===== config.mk =====
export PLATFORM = sky130hd
export DESIGN_NAME = bidi_explicit_levels_flat
export DESIGN_NICKNAME = d
export VERILOG_FILES = /design/src/rtl/core/bel_pkg.sv /design/src/rtl/core/bel_if.sv /design/src/rtl/core/bel_level_unit.sv /design/src/rtl/core/bel_stack_mem.sv /design/src/rtl/core/bidi_explicit_levels.sv /design/src/flat_wrapper.sv
export SDC_FILE = /design/constraint.sdc
export NUM_CORES = 2
export LEC_CHECK = 0
export BUFFER_PORTS_ARGS = -buffer_cell sky130_fd_sc_hd__buf_2
export CAP_MARGIN = 10
export CORE_ASPECT_RATIO = 0.5
export CORE_MARGIN = 4
export CORE_UTILIZATION = 55
export CTS_BUF_LIST = sky130_fd_sc_hd__clkbuf_8
export CTS_CLUSTER_SIZE = 8
export DETAILED_ROUTE_END_ITERATION = 10
export MAX_ROUTING_LAYER = met4
export PLACE_DENSITY = 0.71
export SLEW_MARGIN = 20
export SYNTH_ARGS = -nofsm -noshare
export SYNTH_HDL_FRONTEND = slang
export SYNTH_HIERARCHICAL = 1
export SYNTH_SLANG_ARGS = --single-unit

===== constraint.sdc =====
create_clock -name clk_i -period 29.2 [get_ports clk_i]
set_input_delay 2.92 -clock clk_i [delete_from_list [all_inputs] [get_ports clk_i]]
set_output_delay 2.92 -clock clk_i [all_outputs]
set_load 0.01 [all_outputs]

===== src/rtl/core/bel_pkg.sv =====
// Package for the bidi explicit-level block: class codes, override codes,
// the status stack entry type and the override helper. No dependencies.
package bel_pkg;

  // Bidi_Class codes used by the explicit-level rules.
  localparam logic [4:0] CLS_L   = 5'd0;
  localparam logic [4:0] CLS_R   = 5'd1;
  localparam logic [4:0] CLS_BN  = 5'd9;
  localparam logic [4:0] CLS_B   = 5'd10;
  localparam logic [4:0] CLS_LRE = 5'd14;
  localparam logic [4:0] CLS_LRO = 5'd15;
  localparam logic [4:0] CLS_RLE = 5'd16;
  localparam logic [4:0] CLS_RLO = 5'd17;
  localparam logic [4:0] CLS_PDF = 5'd18;
  localparam logic [4:0] CLS_LRI = 5'd19;
  localparam logic [4:0] CLS_RLI = 5'd20;
  localparam logic [4:0] CLS_FSI = 5'd21;
  localparam logic [4:0] CLS_PDI = 5'd22;

  // Width of an embedding level.
  localparam int unsigned LevelW = 7;

  // Directional override status of a stack entry.
  typedef enum logic [1:0] {
    OVR_NONE = 2'd0,
    OVR_L    = 2'd1,
    OVR_R    = 2'd2
  } ovr_e;

  // One entry of the directional status stack.
  typedef struct packed {
    logic [LevelW-1:0] level;
    ovr_e              ovr;
    logic              iso;
  } entry_t;

  // Rewrite a class to L or R when an override is active.
  function automatic logic [4:0] apply_ovr(input logic [4:0] cls, input ovr_e ovr);
    logic [4:0] res;
    case (ovr)
      OVR_L:   res = CLS_L;
      OVR_R:   res = CLS_R;
      default: res = cls;
    endcase
    return res;
  endfunction

endpackage


===== src/rtl/core/bel_if.sv =====
// Channel interfaces of the bidi explicit-level block: character requests,
// results and the paragraph level write. Depends on bel_pkg.
interface bel_in_if import bel_pkg::*; ();
  logic       valid;
  logic       ready;
  logic [4:0] char_class;
  logic       fsi_is_rtl;
  logic       para_start;

  modport source(output valid, char_class, fsi_is_rtl, para_start, input ready);
  modport sink(input valid, char_class, fsi_is_rtl, para_start, output ready);
endinterface

interface bel_out_if import bel_pkg::*; ();
  logic              valid;
  logic              ready;
  logic [LevelW-1:0] embed_level;
  logic [4:0]        working_class;

  modport source(output valid, embed_level, working_class, input ready);
  modport sink(input valid, embed_level, working_class, output ready);
endinterface

interface bel_cfg_if;
  logic valid;
  logic ready;
  logic paragraph_level;

  modport source(output valid, paragraph_level, input ready);
  modport sink(input valid, paragraph_level, output ready);
endinterface


===== src/rtl/core/bel_level_unit.sv =====
// Shared level unit: computes the next even or odd embedding level and
// whether it stays within the maximum depth. Depends on bel_pkg.
module bel_level_unit import bel_pkg::*; #(
  parameter int unsigned MAX_DEPTH = 125
) (
  input  logic [LevelW-1:0] cur_level_i,
  input  logic              rtl_i,
  output logic [LevelW-1:0] next_level_o,
  output logic              fits_o
);

  logic [LevelW:0] cur_ext;
  logic [LevelW:0] sum;

  // Next odd level for right-to-left, next even level otherwise.
  assign cur_ext = {1'b0, cur_level_i};
  always_comb begin
    if (rtl_i) begin
      sum = (cur_ext + (LevelW+1)'(1)) | (LevelW+1)'(1);
    end else begin
      sum = (cur_ext + (LevelW+1)'(2)) & ~(LevelW+1)'(1);
    end
  end

  assign next_level_o = sum[LevelW-1:0];
  assign fits_o       = (sum <= (LevelW+1)'(MAX_DEPTH));

endmodule


===== src/rtl/core/bel_stack_mem.sv =====
// Directional status stack storage: entry zero in flip-flops, the pushed
// entries in a single-port-write, registered-read memory. Depends on bel_pkg.
module bel_stack_mem import bel_pkg::*; #(
  parameter int unsigned Depth = 127
) (
  input  logic                     clk_i,
  input  logic                     rst_ni,
  input  logic                     e0_we_i,
  input  logic [LevelW-1:0]        e0_level_i,
  input  logic                     we_i,
  input  logic [$clog2(Depth)-1:0] waddr_i,
  input  entry_t                   wdata_i,
  input  logic                     re_i,
  input  logic [$clog2(Depth)-1:0] raddr_i,
  output entry_t                   rdata_o
);

  localparam int unsigned AddrW = $clog2(Depth);

  entry_t mem_q [Depth];
  entry_t e0_q;
  entry_t rdata_q;
  logic   rd_zero_q;

  // Entry zero holds the paragraph level and is never pushed over.
  always_ff @(posedge clk_i or negedge rst_ni) begin
    if (!rst_ni) begin
      e0_q <= '{level: '0, ovr: OVR_NONE, iso: 1'b0};
    end else if (e0_we_i) begin
      e0_q <= '{level: e0_level_i, ovr: OVR_NONE, iso: 1'b0};
    end
  end

  // Memory write and registered read.
  always_ff @(posedge clk_i) begin
    if (we_i) begin
      mem_q[waddr_i] <= wdata_i;
    end
    if (re_i) begin
      rdata_q <= mem_q[raddr_i];
    end
  end

  // Remember whether the read targeted entry zero.
  always_ff @(posedge clk_i or negedge rst_ni) begin
    if (!rst_ni) begin
      rd_zero_q <= 1'b0;
    end else if (re_i) begin
      rd_zero_q <= (raddr_i == AddrW'(0));
    end
  end

  assign rdata_o = rd_zero_q ? e0_q : rdata_q;

endmodule


===== src/rtl/core/bidi_explicit_levels.sv =====
// Bidi explicit embedding levels (rules X1 to X8), one character per request.
// Depends on bel_pkg, the bel_*_if interfaces, bel_level_unit and bel_stack_mem.
//
// A character request is first registered and then applied by the shared
// level unit and the stack sequencer in the execute state. A PDF or PDI that
// pops moves to a fetch state, where each stack entry it removes is fetched
// through the single registered read port of the status stack memory. The
// block takes a new request only while the sequencer is idle and the result
// register is empty or being emptied in that cycle. The top of stack is cached
// in flip-flops, entry zero lives in flip-flops, and the remaining MAX_DEPTH+1
// entries live in the memory, so no clearing pass is needed after reset. The
// overflow counters saturate at 65535.
module bidi_explicit_levels import bel_pkg::*; #(
  parameter int unsigned MAX_DEPTH = 125
) (
  input  logic      clk_i,
  input  logic      rst_ni,
  bel_cfg_if.sink   cfg_i,
  bel_in_if.sink    in_i,
  bel_out_if.source out_o
);

  localparam int unsigned StackSize = MAX_DEPTH + 2;
  localparam int unsigned SpW       = $clog2(StackSize);
  localparam logic [SpW-1:0] SpMax  = SpW'(StackSize - 1);

  typedef enum logic [2:0] {
    ST_IDLE  = 3'b001,
    ST_EXEC  = 3'b010,
    ST_FETCH = 3'b100
  } state_e;

  state_e            state_q, state_d;
  logic [4:0]        cls_q;
  logic              fsi_q;
  logic [SpW-1:0]    sp_q, sp_d;
  entry_t            top_q, top_d;
  logic [15:0]       ovf_iso_q, ovf_iso_d;
  logic [15:0]       ovf_emb_q, ovf_emb_d;
  logic [6:0]        viso_q, viso_d;
  logic              par_q;
  logic              walk_q, walk_d;
  logic              out_vld_q, out_vld_d;
  logic [LevelW-1:0] out_lvl_q, out_lvl_d;
  logic [4:0]        out_cls_q, out_cls_d;

  logic              in_acc;
  logic              out_free;
  logic              rtl;
  logic [LevelW-1:0] next_lvl;
  logic              lvl_fits;
  logic              push_ok;
  logic              mem_we;
  logic              mem_re;
  logic [SpW-1:0]    mem_raddr;
  entry_t            mem_wdata;
  entry_t            fetched;

  assign cfg_i.ready = 1'b1;
  assign out_free    = !out_vld_q || out_o.ready;
  assign in_i.ready  = (state_q == ST_IDLE) && out_free;
  assign in_acc      = in_i.valid && in_i.ready;

  // Direction of the level to push, FSI taking its resolved direction.
  assign rtl = (cls_q == CLS_RLE) || (cls_q == CLS_RLO) || (cls_q == CLS_RLI) ||
               ((cls_q == CLS_FSI) && fsi_q);

  bel_level_unit #(
    .MAX_DEPTH(MAX_DEPTH)
  ) u_level (
    .cur_level_i (top_q.level),
    .rtl_i       (rtl),
    .next_level_o(next_lvl),
    .fits_o      (lvl_fits)
  );

  bel_stack_mem #(
    .Depth(StackSize)
  ) u_stack (
    .clk_i     (clk_i),
    .rst_ni    (rst_ni),
    .e0_we_i   (in_acc && in_i.para_start),
    .e0_level_i(LevelW'(par_q)),
    .we_i      (mem_we),
    .waddr_i   (sp_q + SpW'(1)),
    .wdata_i   (mem_wdata),
    .re_i      (mem_re),
    .raddr_i   (mem_raddr),
    .rdata_o   (fetched)
  );

  assign push_ok   = lvl_fits && (ovf_iso_q == '0) && (ovf_emb_q == '0);
  assign mem_raddr = sp_q - SpW'(1);

  // Sequencer: apply one character, walking the stack for pops.
  always_comb begin
    state_d   = state_q;
    sp_d      = sp_q;
    top_d     = top_q;
    ovf_iso_d = ovf_iso_q;
    ovf_emb_d = ovf_emb_q;
    viso_d    = viso_q;
    walk_d    = walk_q;
    out_vld_d = out_vld_q && !out_o.ready;
    out_lvl_d = out_lvl_q;
    out_cls_d = out_cls_q;
    mem_we    = 1'b0;
    mem_re    = 1'b0;
    mem_wdata = '{level: next_lvl, ovr: OVR_NONE, iso: 1'b0};

    case (state_q)
      ST_IDLE: begin
        if (in_acc) begin
          state_d = ST_EXEC;
          if (in_i.para_start) begin
            sp_d      = '0;
            top_d     = '{level: LevelW'(par_q), ovr: OVR_NONE, iso: 1'b0};
            ovf_iso_d = '0;
            ovf_emb_d = '0;
            viso_d    = '0;
          end
        end
      end

      ST_EXEC: begin
        state_d   = ST_IDLE;
        out_vld_d = 1'b1;
        out_lvl_d = top_q.level;
        out_cls_d = cls_q;
        case (cls_q)
          CLS_LRE, CLS_RLE, CLS_LRO, CLS_RLO: begin
            if (push_ok) begin
              if (sp_q != SpMax) begin
                mem_we = 1'b1;
                if (cls_q == CLS_LRO) begin
                  mem_wdata.ovr = OVR_L;
                end else if (cls_q == CLS_RLO) begin
                  mem_wdata.ovr = OVR_R;
                end
                sp_d  = sp_q + SpW'(1);
                top_d = mem_wdata;
              end
            end else if (ovf_iso_q == '0) begin
              ovf_emb_d = (ovf_emb_q == '1) ? ovf_emb_q : ovf_emb_q + 16'd1;
            end
          end
          CLS_LRI, CLS_RLI, CLS_FSI: begin
            out_cls_d = apply_ovr(cls_q, top_q.ovr);
            if (push_ok) begin
              viso_d        = (viso_q == '1) ? viso_q : viso_q + 7'd1;
              mem_wdata.iso = 1'b1;
              if (sp_q != SpMax) begin
                mem_we = 1'b1;
                sp_d   = sp_q + SpW'(1);
                top_d  = mem_wdata;
              end
            end else begin
              ovf_iso_d = (ovf_iso_q == '1) ? ovf_iso_q : ovf_iso_q + 16'd1;
            end
          end
          CLS_PDI: begin
            out_cls_d = apply_ovr(cls_q, top_q.ovr);
            if (ovf_iso_q != '0) begin
              ovf_iso_d = ovf_iso_q - 16'd1;
            end else if (viso_q != '0) begin
              ovf_emb_d = '0;
              viso_d    = viso_q - 7'd1;
              if (sp_q != '0) begin
                // Pop and keep walking until an isolate entry is removed.
                out_vld_d = 1'b0;
                state_d   = ST_FETCH;
                mem_re    = 1'b1;
                sp_d      = sp_q - SpW'(1);
                walk_d    = !top_q.iso;
              end
            end
          end
          CLS_PDF: begin
            if (ovf_iso_q != '0) begin
              ovf_iso_d = ovf_iso_q;
            end else if (ovf_emb_q != '0) begin
              ovf_emb_d = ovf_emb_q - 16'd1;
            end else if (!top_q.iso && (sp_q != '0)) begin
              out_vld_d = 1'b0;
              state_d   = ST_FETCH;
              mem_re    = 1'b1;
              sp_d      = sp_q - SpW'(1);
              walk_d    = 1'b0;
            end
          end
          CLS_B: begin
            out_lvl_d = LevelW'(par_q);
          end
          CLS_BN: begin
            out_cls_d = cls_q;
          end
          default: begin
            out_cls_d = apply_ovr(cls_q, top_q.ovr);
          end
        endcase
      end

      ST_FETCH: begin
        top_d = fetched;
        if (walk_q && (sp_q != '0)) begin
          // Still inside non-isolate entries: pop one more.
          mem_re = 1'b1;
          sp_d   = sp_q - SpW'(1);
          walk_d = !fetched.iso;
        end else begin
          state_d   = ST_IDLE;
          out_vld_d = 1'b1;
          out_lvl_d = fetched.level;
          out_cls_d = (cls_q == CLS_PDI) ? apply_ovr(cls_q, fetched.ovr) : cls_q;
        end
      end

      default: begin
        state_d = ST_IDLE;
      end
    endcase
  end

  // Control and stack state.
  always_ff @(posedge clk_i or negedge rst_ni) begin
    if (!rst_ni) begin
      state_q   <= ST_IDLE;
      sp_q      <= '0;
      top_q     <= '{level: '0, ovr: OVR_NONE, iso: 1'b0};
      ovf_iso_q <= '0;
      ovf_emb_q <= '0;
      viso_q    <= '0;
      par_q     <= 1'b0;
      walk_q    <= 1'b0;
      out_vld_q <= 1'b0;
    end else begin
      state_q   <= state_d;
      sp_q      <= sp_d;
      top_q     <= top_d;
      ovf_iso_q <= ovf_iso_d;
      ovf_emb_q <= ovf_emb_d;
      viso_q    <= viso_d;
      walk_q    <= walk_d;
      out_vld_q <= out_vld_d;
      if (cfg_i.valid) begin
        par_q <= cfg_i.paragraph_level;
      end
    end
  end

  // Request and result payload registers.
  always_ff @(posedge clk_i) begin
    if (in_acc) begin
      cls_q <= in_i.char_class;
      fsi_q <= in_i.fsi_is_rtl;
    end
    out_lvl_q <= out_lvl_d;
    out_cls_q <= out_cls_d;
  end

  assign out_o.valid         = out_vld_q;
  assign out_o.embed_level   = out_lvl_q;
  assign out_o.working_class = out_cls_q;

  // The stack pointer stays inside the stack.
  a_sp_range: assert property (@(posedge clk_i) disable iff (!rst_ni)
    sp_q <= SpMax)
    else $error("stack pointer beyond the stack");

  // A pending result only exists while the sequencer is idle.
  a_out_idle: assert property (@(posedge clk_i) disable iff (!rst_ni)
    out_vld_q |-> (state_q == ST_IDLE))
    else $error("result pending while the sequencer is busy");

  // An accepted request is executed in the next cycle.
  a_acc_exec: assert property (@(posedge clk_i) disable iff (!rst_ni)
    in_acc |=> (state_q == ST_EXEC))
    else $error("accepted request not executed");

  // A PDF inside an overflowed isolate leaves the stack alone.
  a_pdf_ovf: assert property (@(posedge clk_i) disable iff (!rst_ni)
    (state_q == ST_EXEC && cls_q == CLS_PDF && ovf_iso_q != '0) |=> $stable(sp_q))
    else $error("PDF popped during isolate overflow");

endmodule

===== src/flat_wrapper.sv =====
// flat-port wrapper written by rule: the top's interface ports become plain ports
module bidi_explicit_levels_flat import bel_pkg::*;
#(
  parameter int unsigned MAX_DEPTH = 125
)
  (clk_i, rst_ni, cfg_i_valid, cfg_i_paragraph_level, cfg_i_ready, in_i_valid, in_i_char_class, in_i_fsi_is_rtl, in_i_para_start, in_i_ready, out_o_valid, out_o_embed_level, out_o_working_class, out_o_ready);
  bel_cfg_if cfg_i_i ();
  bel_in_if in_i_i ();
  bel_out_if out_o_i ();
  input  logic clk_i;
  input  logic rst_ni;
  input wire logic [$bits(cfg_i_i.valid)-1:0] cfg_i_valid;
  input wire logic [$bits(cfg_i_i.paragraph_level)-1:0] cfg_i_paragraph_level;
  output wire logic [$bits(cfg_i_i.ready)-1:0] cfg_i_ready;
  input wire logic [$bits(in_i_i.valid)-1:0] in_i_valid;
  input wire logic [$bits(in_i_i.char_class)-1:0] in_i_char_class;
  input wire logic [$bits(in_i_i.fsi_is_rtl)-1:0] in_i_fsi_is_rtl;
  input wire logic [$bits(in_i_i.para_start)-1:0] in_i_para_start;
  output wire logic [$bits(in_i_i.ready)-1:0] in_i_ready;
  output wire logic [$bits(out_o_i.valid)-1:0] out_o_valid;
  output wire logic [$bits(out_o_i.embed_level)-1:0] out_o_embed_level;
  output wire logic [$bits(out_o_i.working_class)-1:0] out_o_working_class;
  input wire logic [$bits(out_o_i.ready)-1:0] out_o_ready;
  assign cfg_i_i.valid = cfg_i_valid;
  assign cfg_i_i.paragraph_level = cfg_i_paragraph_level;
  assign cfg_i_ready = cfg_i_i.ready;
  assign in_i_i.valid = in_i_valid;
  assign in_i_i.char_class = in_i_char_class;
  assign in_i_i.fsi_is_rtl = in_i_fsi_is_rtl;
  assign in_i_i.para_start = in_i_para_start;
  assign in_i_ready = in_i_i.ready;
  assign out_o_valid = out_o_i.valid;
  assign out_o_embed_level = out_o_i.embed_level;
  assign out_o_working_class = out_o_i.working_class;
  assign out_o_i.ready = out_o_ready;
  bidi_explicit_levels #(.MAX_DEPTH(MAX_DEPTH)) u_core (.clk_i(clk_i), .rst_ni(rst_ni), .cfg_i(cfg_i_i), .in_i(in_i_i), .out_o(out_o_i));
endmodule

### After elaboration in Yosys (flattened, before gate mapping)

Memories as Yosys holds them, arrays and structs flattened. A register that Yosys moved wholly into a read port is not among the register bits.
Cells that the tools add are included.

* $add $sub $neg: 10
* multipliers: 0
* div/mod/pow operators: 0
* $lt $le $gt $ge: 1
* equal/unequal tests: 51
* shift-type cells: 0
* multiplexer cells: 105
* bitwise logic cells: 0
* reduce and logical (&&, ||, !) cells: 39

Operators by type and width (count)
* $mux 16: 12
* $mux 7: 17
* $pmux 16 s2: 3
* $mux 10: 7
* $pmux 16 s3: 1
* $pmux 7 s2: 3
* $pmux 7 s3: 2
* $ne 3x2->1 const B: 12
* $eq 5x5->1 const B: 7
* $add 16x1->16 const B: 2
* $eq 16x16->1 const B: 2
* $logic_not 16->1: 2
* $reduce_bool 16->1: 2
* $sub 16x1->16 const B: 2
* $pmux 10 s3: 1
* $pmux 5 s2: 3
* $mux 1: 29
* $mux 3: 9
* $ne 3x3->1 const B: 8
* $eq 5x4->1 const B: 4
* $pmux 10 s2: 1
* $reduce_and 8->1: 2
* $mux 5: 3
* $add 7x1->7 const B: 2
* 36 further kinds: 70

* bits in registers: 82
* bits in latches: 0
* memory bits (writable): 1270
* memory bits (read-only): 0
* input port bits: 13
* output and inout bits: 15
* logic and storage cells: 224
* memories: 1

Memories
* u_core.u_stack.mem_q: depth 127, width 10, rd ports 1, clocked after memory_dff 1, write ports 1, RTL line bel_stack_mem.sv:20 `entry_t mem_q [Depth];`

### Longest topological paths before layout

* depth in word-level cells: 13
* gate-level depth with buffers: 17
* depth with buffers taken out: 14

### By module

Netlist, hierarchy kept.

Modules (own cells, without submodules)
* bel_stack_mem: times used 1, cells each 2490, area an instance 50359.5 µm², seq. area each 38637.1 µm²
* bidi_explicit_levels: times used 1, cells each 636, area an instance 5795.6 µm², seq. area each 2093.3 µm²
* bel_level_unit: times used 1, cells each 36, area an instance 241.5 µm², seq. area each 0.0 µm²

### Worst setup path before layout

No wires, ideal clock.

* kind: reg-to-reg
* start point: register u_core.cls_q[3]
* end point: memory u_core/u_stack/mem_q[0][0] (netlist name) (data pin)
* setup time: 1.147 ns
* data arrival time: 9.465 ns
* data required time: 28.053 ns
* slack: 18.588 ns
* cell stages (with the launch flop): 10
* path buffers: 1
* clock period less this slack: 10.612 ns
* path through: edfxtp_1 > nand2b_1 > nor3_1 > buf_6 > o21ai_0 > and2_1 > a31oi_1 > inv_1 > or2_2 > nor3_1

RTL lines
* start: declaration: RTL line bidi_explicit_levels.sv:34 `logic [4:0] cls_q;`
* start signal: assignment: RTL line bidi_explicit_levels.sv:254 `cls_q <= in_i.char_class;`
* end: declaration: RTL line bel_stack_mem.sv:20

### Worst setup path after layout

* start point: input out_o_ready
* end point: output in_i_ready

* cells in the longest elaborated chain, start to end: 2

Ends and longest elaborated chain
* start: declaration: RTL line flat_wrapper.sv:23 `input wire logic [$bits(out_o_i.ready)-1:0] out_o_ready;`
* $logic_or 1x1->1: RTL line bidi_explicit_levels.sv:60 `assign out_free = !out_vld_q || out_o.ready;`
* $logic_and 1x1->1: RTL line bidi_explicit_levels.sv:61 `assign in_i.ready = (state_q == ST_IDLE) && out_free;`
* end: declaration: RTL line flat_wrapper.sv:19 `output wire logic [$bits(in_i_i.ready)-1:0] in_i_ready;`

No other way between the ends.

==> metrics.csv <==
metric,value,unit
simple logic cell fraction of the synthesized area,0.0561,
Fin Hold WS,507,ps
Worst setup SP type,input pin,
Final Critical Period,6460,ps
Clk pwr share,0.271,
Hold Path Class,flip-flop to flip-flop,
count of final setup violators,0,
DRT iter0 DRCs,4608,
worst-path maximum fanout,5,
CP top delay family,simple AND/OR/NAND/NOR gates,
sw frac,0.339,
Comb power frac,0.271,
# DRC,0,
DR vias/cell,6.67,
Worst EP required,26280,ps
Tcrit/Tclk final,0.221,
Clock Tree Buf Depth,3,
final core utilization,0.604,
CP bufs+invs,2,
Worst Max-Slew Pin Slew,1210,ps
layout cells sized above 1,0.186,
Setup crit end kind,primary output,
syn avg cell area,17.8,um2
max_slew headroom,0.191,
Avg WL per Cell,30.3,um
synthesized-area fraction occupied by adder cells,0.0102,
global route overflow,0,
Syn-to-layout area delta,8.06,%
First-pass DRT Iterations,6,
status,"complete, no violations",
"EDFF count, synth",1298,
Worst path max stage delay,200,ps
share of Yosys cell area claimed by the top area cell type,0.691,
"wirelength, routed",143000,um
count of cell types in the netlist,94,
Final Wtd Congestion,0.946,
Post-CTS Setup Repair Bufs,0,
Levels on crit path,4,
Antenna Nets Post-Route,0,
Die ar.,108000,um2
CP cell instances,buf_2 -> nand2b_1 -> and3_1 -> buf_2,
Synth Area in XOR/XNOR,0.00575,
worst path arrival time,3540,ps
CTS sink cnt,1368,
Nets,3348,
Crit path top cell by count,buf_2,
die height,234,um
Crit Path Class,input pin to primary output,
Compound-Gate Fraction of Synth Area,0.0502,
sequential area share after synthesis,0.722,
final hold vios,0,
largest cells by area after synthesis,"edfxtp_1 (69%), mux4_2 (9.1%), dfrtp_1 (3.1%), mux2i_1 (3.0%), nor2_1 (1.4%)",
RSZ-0062 raised after global routing,false,
All-Layer GR Usage,0.275,
post-synthesis mux area share,0.135,
CTS tree,built,
internal power,3.17,mW
Mapped Area,56400,um2
IO Port Bufs,26,
Worst Hold Depth,1,
num ports,28,
CTS clock-pin slew for the worst setup and hold paths,60,ps
row count,82,
core area,101000,um2
async set-reset flop share out of synthesis,0.0512,
Pwr Density,78.6,nW/um2
via count,31500,
Final Non-Filler Cells,4715,
Starting Density,0.559,
"Primary FF master, synth",edfxtp_1,
post-cts resize count,0,
H-tree depth,4,
CTS buffer count,194,
part of the power in registers,0.458,
Pins Over Slew Limit,0,
pre-CTS worst setup slack,22740,ps
first-pass GRT wire length,208000,um
synthesized instance count,3162,
final setup TNS,0,ps
slowest CP cell,and3_1,
largest net degree at the start of global routing,139,
min setup slack post-route,22740,ps
Layout Skew,24.2,ps
r2r worst-path depth,15,
placed insts,4439,
most common cell in the synthesized netlist,edfxtp_1,
#FFs+latches synth,1368,
max cap viols,0,
Max VDD drop,0.106,mV
initial antenna violation count,8,
Syn. warnings,6,
Pleak,20.9,nW
Final HPWL DP,86300,um
Die Wd,461,um
"top cells by count, synth","edfxtp_1 (1,298), mux4_2 (229), nor2_1 (212)",
cell taking the most area after synthesis,edfxtp_1,
Post-CTS Hold Buffers,0,
largest family of logic cells by synthesized area,multiplexers,
vias in the first global route,30500,
Sw Pwr,1.62,mW
clock root buffer,clkbuf_8,
clk_lat worst skew,880,ps
fmax,155,MHz
state kept, by name (all words and copies together), names as in the netlist:
name,cells
u_core/walk_q,1
u_core/out_o.embed_level,7
u_core/ovf_emb_q,16
u_core/cls_q,5
u_core/fsi_q,1
u_core/u_stack/e0_q,7
u_core/u_stack/rdata_q,10
u_core/top_q,10
u_core/viso_q,7
u_core/state_q,3
u_core/ovf_iso_q,16
u_core/out_o.working_class,5
u_core/u_stack/mem_q,1270
u_core/par_q,1
u_core/sp_q,7
u_core/u_stack/rd_zero_q,1
u_core/out_o.valid,1
cells in the final DEF (no fill, tap or decap), drive strengths merged, types with 23 or more instances in the layout:
master and n:
ha 41, nor3 35, inv 94, mux4 239
edfxtp 1298, a22oi 77, o31ai 23, mux2i 171
nand4 30, nand2 184, mux2 39, clkbuf 197
buf 89, nand3 74, o21ai 59, nor2 213
a21oi 82, nor2b 33, dfrtp 69
power groups by stage:
stage / Sequential [mW] / Clock, mW / Combinational [mW]
after floorplan: 2.23 / 0 / 0.751
after detailed placement: 2.23 / 0 / 1.25
final: 2.19 / 1.30 / 1.30
after global routing: 2.19 / 1.41 / 1.33
after global placement: 2.23 / 0 / 1.23
after CTS: 2.19 / 1.32 / 1.25
worst register-to-register path, delay by kind of cell, from the launching register on:
kind,cells,cell delay (ps)
compound gates,3,940
buf+inv,3,970
flops,1,440
mux,1,290
simple gates,8,3270
kinds of logic (layout without fill, tap and decap cells):
| logic type | after synthesis | count (layout) |
|---|---|---|
| other | 2 | 14 |
| adders and majority gates | 44 | 44 |
| muxes | 449 | 449 |
| AOI/OAI and AO/OA | 407 | 407 |
| and+or+nand+nor | 662 | 662 |
| DFF | 1368 | 1368 |
| buffers and inverters | 193 | 390 |
| xor gates and xnor gates | 37 | 37 |
worst paths after layout:
| kind | end | from | slack [ps] |
|---|---|---|---|
| setup / recovery | in_i_ready | out_o_ready | 22740 |
| hold / removal | u_core/u_stack/e0_q[6]$_DFFE_PN0P_ | u_core/u_stack/e0_q[6]$_DFFE_PN0P_ | 510 |
| setup reg to reg | u_core/u_stack/mem_q[32][1]$_DFFE_PP_ | u_core/cls_q[3]$_DFFE_PP_ | 22920 |
| hold reg to reg | u_core/u_stack/e0_q[6]$_DFFE_PN0P_ | u_core/u_stack/e0_q[6]$_DFFE_PN0P_ | 510 |
| max in group asynchronous | u_core/ovf_emb_q[5]$_DFFE_PN0P_ | rst_ni | 26380 |
| min in group asynchronous | u_core/ovf_iso_q[15]$_DFFE_PN0P_ | rst_ni | 2170 |
layer usage:
| layer | GRT usage | wire (um) | vias to the layer above |
|---|---|---|---|
| li1 | - | - | 13000 |
| met1 | 0.386 | 56200 | 16100 |
| met2 | 0.390 | 62700 | 2099 |
| met3 | 0.0843 | 20000 | 281 |
| met4 | 0.0863 | 4120 | 0 |
| met5 | - | 0 | - |
per-stage QoR:
step	instance area (um2)	total power, mW
after detailed placement	57900	3.48
after floorplan	56400	2.98
after global placement	57900	3.47
after CTS	60900	4.76
final	60900	4.79
after global routing	60900	4.93
final cells by class:
type                    instances  area [um2]
inverters                      32         135
clock buffers                 197        2710
multi-input cells            1606       14700
diodes                          7        17.5
flip-flops and latches       1368       40700
well taps                    1344        1680
repair buffers                 89         631
fillers                      7142       40000
clock inverters                72         355
(Power assumes the default switching activity.)
